==> src/rtl/otm_pkg.sv <==
`default_nettype none

package otm_pkg;

    // Field widths
    localparam int SAMPLE_BITS    = 10;
    localparam int TICK_BITS      = 16;
    localparam int COUNT_BITS     = 8;
    localparam int CFG_DATA_BITS  = 16;
    localparam int CFG_INDEX_BITS = 3;

    typedef logic [SAMPLE_BITS-1:0] t_sample;
    typedef logic [TICK_BITS-1:0]   t_tick;
    typedef logic [COUNT_BITS-1:0]  t_count;

    // Register reset values
    localparam t_sample RELEASE_LEVEL_RESET = {SAMPLE_BITS{1'b1}};
    localparam t_count  CONFIRM_RESET       = 8'd3;
    localparam t_tick   IDLE_TICKS_RESET    = 16'd1000;
    localparam t_count  WINDOW_TICKS_RESET  = 8'd7;

    localparam t_tick  TICK_MAX  = {TICK_BITS{1'b1}};
    localparam t_count COUNT_MAX = {COUNT_BITS{1'b1}};

    // Configuration register indexes
    typedef enum logic [CFG_INDEX_BITS-1:0] {
        CFG_ENABLE        = 3'd0,
        CFG_DANGER_LEVEL  = 3'd1,
        CFG_RELEASE_LEVEL = 3'd2,
        CFG_CONFIRM_COUNT = 3'd3,
        CFG_IDLE_TICKS    = 3'd4,
        CFG_WINDOW_TICKS  = 3'd5
    } t_cfg_index;

    // Input item: tick (cmd 0) or converter sample (cmd 1)
    typedef struct packed {
        logic    cmd;
        logic    load_ok;
        logic    power_ok;
        t_sample sample;
    } t_in_item;

    typedef struct packed {
        logic    error_flag;
        logic    safe_flag;
        logic    sampling;
        t_sample reading;
        logic    reading_done;
        logic    error_raised;
        logic    error_cleared;
    } t_out_item;

    typedef struct packed {
        logic    enable;
        t_sample danger_level;
        t_sample release_level;
        t_count  confirm_count;
        t_tick   idle_ticks;
        t_count  window_ticks;
    } t_cfg;

    typedef struct packed {
        logic    window_open;
        t_tick   tick_count;
        t_sample peak_first;
        t_sample peak_second;
        t_count  qualify_count;
        logic    error_state;
        logic    safe_state;
        t_sample last_reading;
    } t_state;

endpackage

`default_nettype wire

==> src/rtl/otm_cfg_regs.sv <==
`default_nettype none

module otm_cfg_regs
    import otm_pkg::*;
(
    input  wire logic                      i_clk,
    input  wire logic                      i_rst_n,
    input  wire logic                      i_cfg_we,
    input  wire logic [CFG_INDEX_BITS-1:0] i_cfg_index,
    input  wire logic [CFG_DATA_BITS-1:0]  i_cfg_wdata,
    output t_cfg                           o_cfg
);

    t_cfg r_cfg;

    // Register file; writes to unused indexes are dropped
    always_ff @(posedge i_clk) begin
        if (!i_rst_n) begin
            r_cfg.enable        <= 1'b0;
            r_cfg.danger_level  <= '0;
            r_cfg.release_level <= RELEASE_LEVEL_RESET;
            r_cfg.confirm_count <= CONFIRM_RESET;
            r_cfg.idle_ticks    <= IDLE_TICKS_RESET;
            r_cfg.window_ticks  <= WINDOW_TICKS_RESET;
        end else if (i_cfg_we) begin
            case (i_cfg_index)
                CFG_ENABLE:        r_cfg.enable        <= i_cfg_wdata[0];
                CFG_DANGER_LEVEL:  r_cfg.danger_level  <= i_cfg_wdata[SAMPLE_BITS-1:0];
                CFG_RELEASE_LEVEL: r_cfg.release_level <= i_cfg_wdata[SAMPLE_BITS-1:0];
                CFG_CONFIRM_COUNT: r_cfg.confirm_count <= i_cfg_wdata[COUNT_BITS-1:0];
                CFG_IDLE_TICKS:    r_cfg.idle_ticks    <= i_cfg_wdata[TICK_BITS-1:0];
                CFG_WINDOW_TICKS:  r_cfg.window_ticks  <= i_cfg_wdata[COUNT_BITS-1:0];
                default: begin
                end
            endcase
        end
    end

    assign o_cfg = r_cfg;

endmodule

`default_nettype wire

==> src/rtl/otm_step.sv <==
`default_nettype none

module otm_step
    import otm_pkg::*;
(
    input  wire t_cfg      i_cfg,
    input  wire t_state    i_state,
    input  wire t_in_item  i_item,
    output t_state    o_state_next,
    output t_out_item o_result
);

    t_state ns;
    t_tick  tick_inc;
    t_count qual_inc;
    logic   done;
    logic   raised;
    logic   cleared;

    // Saturating increments of the two counters
    assign tick_inc = (i_state.tick_count == TICK_MAX) ? i_state.tick_count
                                                       : i_state.tick_count + 16'd1;
    assign qual_inc = (i_state.qualify_count == COUNT_MAX) ? i_state.qualify_count
                                                           : i_state.qualify_count + 8'd1;

    // State update for one item
    always_comb begin
        ns      = i_state;
        done    = 1'b0;
        raised  = 1'b0;
        cleared = 1'b0;
        if (i_item.cmd) begin
            // Peak cascade, only while the window is open
            if (i_state.window_open) begin
                if (i_state.peak_first < i_item.sample) begin
                    ns.peak_first = i_item.sample;
                end else if (i_state.peak_second < i_item.sample) begin
                    ns.peak_second = i_item.sample;
                end
            end
        end else if (i_cfg.enable) begin
            ns.tick_count = tick_inc;
            if (!i_state.window_open) begin
                // End of idle period: open only when load and supply are safe
                if (tick_inc >= i_cfg.idle_ticks) begin
                    if (i_item.load_ok && i_item.power_ok) begin
                        ns.tick_count  = '0;
                        ns.window_open = 1'b1;
                        ns.safe_state  = 1'b0;
                    end else begin
                        ns.tick_count = i_cfg.idle_ticks;
                    end
                end
            end else if (tick_inc >= {{(TICK_BITS-COUNT_BITS){1'b0}}, i_cfg.window_ticks}) begin
                // Window closes: publish second peak, run hysteresis
                ns.tick_count   = '0;
                ns.window_open  = 1'b0;
                ns.last_reading = i_state.peak_second;
                done            = 1'b1;
                if (i_state.error_state) begin
                    if (i_state.peak_second >= i_cfg.release_level) begin
                        ns.qualify_count = qual_inc;
                        if (qual_inc >= i_cfg.confirm_count) begin
                            ns.qualify_count = '0;
                            ns.error_state   = 1'b0;
                            ns.safe_state    = 1'b1;
                            cleared          = 1'b1;
                        end
                    end else begin
                        ns.qualify_count = '0;
                    end
                end else begin
                    if (i_state.peak_second <= i_cfg.danger_level) begin
                        ns.qualify_count = qual_inc;
                        if (qual_inc >= i_cfg.confirm_count) begin
                            ns.qualify_count = '0;
                            ns.error_state   = 1'b1;
                            raised           = 1'b1;
                        end
                    end else begin
                        ns.qualify_count = '0;
                    end
                end
                if (!ns.error_state) begin
                    ns.safe_state = 1'b1;
                end
                ns.peak_first  = '0;
                ns.peak_second = '0;
            end
        end
    end

    assign o_state_next = ns;

    // Result item reports the state after the update
    always_comb begin
        o_result.error_flag    = ns.error_state;
        o_result.safe_flag     = ns.safe_state;
        o_result.sampling      = ns.window_open;
        o_result.reading       = ns.last_reading;
        o_result.reading_done  = done;
        o_result.error_raised  = raised;
        o_result.error_cleared = cleared;
    end

endmodule

`default_nettype wire

==> src/rtl/over_temperature_monitor_core.sv <==
// An accepted input item is held in the input register, then passes through the update
// logic into the result register. Throughput: one item per cycle while the output is
// not stalled; the input register refills in the same cycle it drains.
// Reset (i_rst_n low, synchronous): both stages empty, config registers and
// monitor state at their reset values (safe flag set, error clear).
`default_nettype none

module over_temperature_monitor_core
    import otm_pkg::*;
(
    input  wire logic                      i_clk,
    input  wire logic                      i_rst_n,
    input  wire logic                      i_in_valid,
    output logic                           o_in_ready,
    input  wire t_in_item                  i_in_data,
    output logic                           o_out_valid,
    input  wire logic                      i_out_ready,
    output t_out_item                      o_out_data,
    input  wire logic                      i_cfg_we,
    input  wire logic [CFG_INDEX_BITS-1:0] i_cfg_index,
    input  wire logic [CFG_DATA_BITS-1:0]  i_cfg_wdata
);

    t_cfg      cfg;
    logic      r_in_valid;
    t_in_item  r_in;
    logic      r_out_valid;
    t_out_item r_out;
    t_state    r_state;
    t_state    n_state;
    t_out_item n_out;
    logic      advance;

    otm_cfg_regs u_cfg_regs (
        .i_clk       (i_clk),
        .i_rst_n     (i_rst_n),
        .i_cfg_we    (i_cfg_we),
        .i_cfg_index (i_cfg_index),
        .i_cfg_wdata (i_cfg_wdata),
        .o_cfg       (cfg)
    );

    otm_step u_step (
        .i_cfg        (cfg),
        .i_state      (r_state),
        .i_item       (r_in),
        .o_state_next (n_state),
        .o_result     (n_out)
    );

    // Held item moves into the result register when that slot is free or draining
    assign advance    = r_in_valid && (!r_out_valid || i_out_ready);
    assign o_in_ready = !r_in_valid || advance;

    // Input register
    always_ff @(posedge i_clk) begin
        if (!i_rst_n) begin
            r_in_valid <= 1'b0;
        end else if (o_in_ready) begin
            r_in_valid <= i_in_valid;
        end
    end

    always_ff @(posedge i_clk) begin
        if (i_in_valid && o_in_ready) begin
            r_in <= i_in_data;
        end
    end

    // Monitor state commits as the item advances
    always_ff @(posedge i_clk) begin
        if (!i_rst_n) begin
            r_state.window_open   <= 1'b0;
            r_state.tick_count    <= '0;
            r_state.peak_first    <= '0;
            r_state.peak_second   <= '0;
            r_state.qualify_count <= '0;
            r_state.error_state   <= 1'b0;
            r_state.safe_state    <= 1'b1;
            r_state.last_reading  <= '0;
        end else if (advance) begin
            r_state <= n_state;
        end
    end

    // Result register
    always_ff @(posedge i_clk) begin
        if (!i_rst_n) begin
            r_out_valid <= 1'b0;
        end else if (advance) begin
            r_out_valid <= 1'b1;
        end else if (i_out_ready) begin
            r_out_valid <= 1'b0;
        end
    end

    always_ff @(posedge i_clk) begin
        if (advance) begin
            r_out <= n_out;
        end
    end

    assign o_out_valid = r_out_valid;
    assign o_out_data  = r_out;

endmodule

`default_nettype wire

==> config.mk <==
export PLATFORM = sky130hd
export DESIGN_NAME = over_temperature_monitor_core
export DESIGN_NICKNAME = d
export VERILOG_FILES = /design/src/rtl/otm_pkg.sv /design/src/rtl/otm_cfg_regs.sv /design/src/rtl/otm_step.sv /design/src/rtl/over_temperature_monitor_core.sv
export SDC_FILE = /design/constraint.sdc
export NUM_CORES = 1
export LEC_CHECK = 0
export BUFFER_PORTS_ARGS = -buffer_cell sky130_fd_sc_hd__buf_2
export CAP_MARGIN = 0
export CELL_PAD_IN_SITES_DETAIL_PLACEMENT = 2
export CELL_PAD_IN_SITES_GLOBAL_PLACEMENT = 2
export CORE_UTILIZATION = 30
export DETAILED_ROUTE_END_ITERATION = 12
export GPL_ROUTABILITY_DRIVEN = 1
export GPL_TIMING_DRIVEN = 0
export PLACE_DENSITY = 0.63
export SYNTH_ARGS = -nofsm -noshare
export SYNTH_HDL_FRONTEND = slang
export SYNTH_SLANG_ARGS = --single-unit
==> constraint.sdc <==
create_clock -name i_clk -period 9.6 [get_ports i_clk]
set_input_delay 1.44 -clock i_clk [delete_from_list [all_inputs] [get_ports i_clk]]
set_output_delay 1.44 -clock i_clk [all_outputs]
set_load 0.05 [all_outputs]
==> out/metrics.cfg <==
[timing]
finalSetupViolCount = 0
clock.fmax_mhz = 180
worstMarginPinSlew_ns = 1.26
hold_violations = 0
maxSlewViolCount = 0
period_minus_slack_ns = 5.55
relSlewSlack_pct = 15.3
tns_ns = 0
finalCritPeriodShare_pct = 57.8
fin_worst_skew_ns = 0.0112
rsz0062_at_grt = no

[detailed_routing]
drt_iter0_markers = 245
viasPerCell = 5.22
drc = 4
drt_pass1_iterations = 9
routed_wl_um = 27000
antenna_left = 0
vias = 6951
detail_route.wl_per_cell_um = 20.3

[global_routing]
grt_usage_pct = 20.3
grt-ovfl-total = 0
grt_pass1_wl_um = 42600
antenna_found_initial = 0
grt_max_degree = 19
grt_pass1_vias = 7266

[cells_and_area]
final_util_pct = 35.7
fin_nets = 1092
fin_area_um2 = 9360
drive_gt1_share_pct = 12.0
regArea_um2 = 3110
syn_to_final_growth_pct = 16.3
final_cells = 1331
multiInputGateArea_um2 = 4470
n_fill_cell = 2943
antenna_cells = 0

[yosys]
ys_dominant_reg_cell = dfxtp_1
yosysWarnings = 0
avgSynthCellArea_um2 = 8.83
synth_seq_cells = 141
async_reset_ff_share_pct = 0
synth.net_count = 1020
syn_area_um2 = 8050
ys_seq_area_share_pct = 38.7
yosysUniqueCellTypes = 66
synth-edff-count = 29
syn_inst = 911

[clocking]
cts_root_buf = clkbuf_16
clock-sinks = 141
cts.clk_slew.worst_paths_ns = 0.07
post-cts-setup-buffer-count = 0
cts_max_level = 4
cts_tree = built
ctsResizeCount = 0
clock_latency_ns = 0.44
cts_buffers = 17
cts_hold_buf = 0
cts_buffer_depth = 2

[worst_setup_path]
cp_common_cell = ha_1
path_class = reg -> reg
startpoint = r_state[40]
regToRegEndpoint = o_out_data[5]
cp.required_ns = 9.79
path_cells = ha_1 > nand3_1 > or4_1 > clkbuf_1 > a41oi_1 > ha_1 > and2_1 > a221oi_1 > o21ai_0 > a221oi_2 > a31oi_2 > nand2_2 > buf_4 > mux2_1
reg2reg_slack_ns = 4.05
ff2ff_path_depth = 14
r2r-start = r_state[40]
crit_path_end = o_out_data[5]
cpPeakStageDelay_ns = 0.66
cp-end-kind = register
cp.depth = 14
worst_ep_arrival_time_ns = 5.74
cp-start-kind = register
cpMaxStageDelayCell = a41oi_1
path_buf_inv = 2
crit_fanout = 10
critPathTopFamily = compound AO/OA/AOI/OAI gates

[die]
core_area_um2 = 26200
fp.dieArea_um2 = 27500
fp-row-count = 59
fp.dieH_um = 166
io_pins = 55
start_util_pct = 30.7
die_w_um = 166

[placed_design]
place_inst = 1299
place_area_um2 = 8730
io_buffers = 53
place.gp.congestion = 0.779
place.detailed.hpwl_um = 20500

[power]
peakVddDrop_v = 0.0000716
total_power_mw = 1.44
power.density_nw_per_um2 = 154
power.leakage_nw = 3.83

[run_status]
violations = DRC
status = complete, but fails checks

[flow_run]
cap_violations = 0

[min_path]
hp-class = reg -> reg

## logic make-up after synthesis
group	share of synthesized area (%)
mux	5.86
simple gates	20.0
compound gates	17.1
xor+xnor	1.41
fa+ha+maj	11.2
buf+inv	5.74
flops	38.7
## stage by stage
stage	hold slack (ns)	setup slack [ns]
2_1_floorplan	0.427	5.62
3_5_place_dp	0.450	4.14
3_3_place_gp	0.440	4.09
4_1_cts	0.468	4.08
6_report	0.462	4.05
5_1_grt	0.489	3.73
## synth_stat cells (all sizes together), types with 9 or more instances
cell | number | area, um2
nand4 | 23 | 165
ha | 72 | 901
nand2b | 15 | 93.8
edfxtp | 29 | 871
nand3 | 54 | 270
nor3 | 9 | 55.1
mux2 | 17 | 191
a21o | 13 | 97.6
nor2b | 18 | 113
dfxtp | 112 | 2240
o21ai | 35 | 175
inv | 71 | 267
o211ai | 30 | 225
a21boi | 37 | 282
a21oi | 31 | 155
mux2i | 28 | 280
and3 | 12 | 75.1
xnor2 | 11 | 96.3
nand2 | 152 | 573
nor2 | 19 | 71.3
clkbuf | 37 | 139
## final cells by class
type	count	area share (%)
Tap cell	335	4.48
Clock buffer	17	4.54
Buffer	45	2.09
Inverter	71	2.85
Clock inverter	15	2.17
Multi-Input combinational cell	654	47.8
Timing Repair Buffer	53	2.83
Sequential cell	141	33.3
## power by group
part	internal, mW	switching (mW)	total [mW]
clock	0.420	0.304	0.724
combinational	0.0263	0.0669	0.0932
sequential	0.617	0.00749	0.624
total	1.06	0.378	1.44
## how the worst min path moves through the flow
stage / start / endpoint / slack (ns) / cells past startpoint
after global placement: r_state[6] / r_state[6] / 0.44 / 2
after global routing: u_cfg_regs.o_cfg[9] / u_cfg_regs.o_cfg[9] / 0.49 / 2
after detailed placement: r_state[1] / r_state[1] / 0.45 / 2
after floorplan: r_state[10] / r_state[10] / 0.43 / 1
final: r_state[1] / r_state[1] / 0.46 / 2
after CTS: r_state[1] / r_state[1] / 0.47 / 2
## cell usage in the layout, fill, tap and decap left out, drive strengths merged, types with 3 or more instances in the layout
cell	instances
ha	72
o221a	3
nor2	19
o21ai	35
a41oi	3
o21a	4
nand3	54
mux2i	28
dfxtp	112
a31oi	7
nand2	152
a21boi	37
a211oi	5
nand4	23
buf	61
a21oi	31
nor2b	18
o2111ai	4
a211o	3
a21o	13
and4	3
xnor2	11
inv	79
mux2	17
and2	7
nor4	3
bufinv	3
nor3	9
clkbuf	54
nand2b	15
edfxtp	29
and3	12
o211ai	30
a221oi	3
clkinv	3
a22oi	8
## worst min-delay path, delay by kind of cell (launching register included)
kind             cells  cell delay, ns
flip-flops           1            0.31
multiplexers         1            0.05
AND/OR/NAND/NOR      1            0.05
## state kept, by name (all words and copies together) (netlist names)
name              cells
r_state              57
u_cfg_regs.o_cfg     53
o_out_data           16
r_in                 13
o_out_valid           1
r_in_valid            1
## routing by layer
metal  GRT usage, %  wire length, um  share of wire [%]  up-vias
li1               -                -                  -     3383
met1           30.0            14400                 53     3453
met2           30.8            11500                 42       93
met3           2.98              811                3.0       22
met4           5.12              341                1.3        0
met5              0                0                  0        -
(Power assumes the default switching activity.)
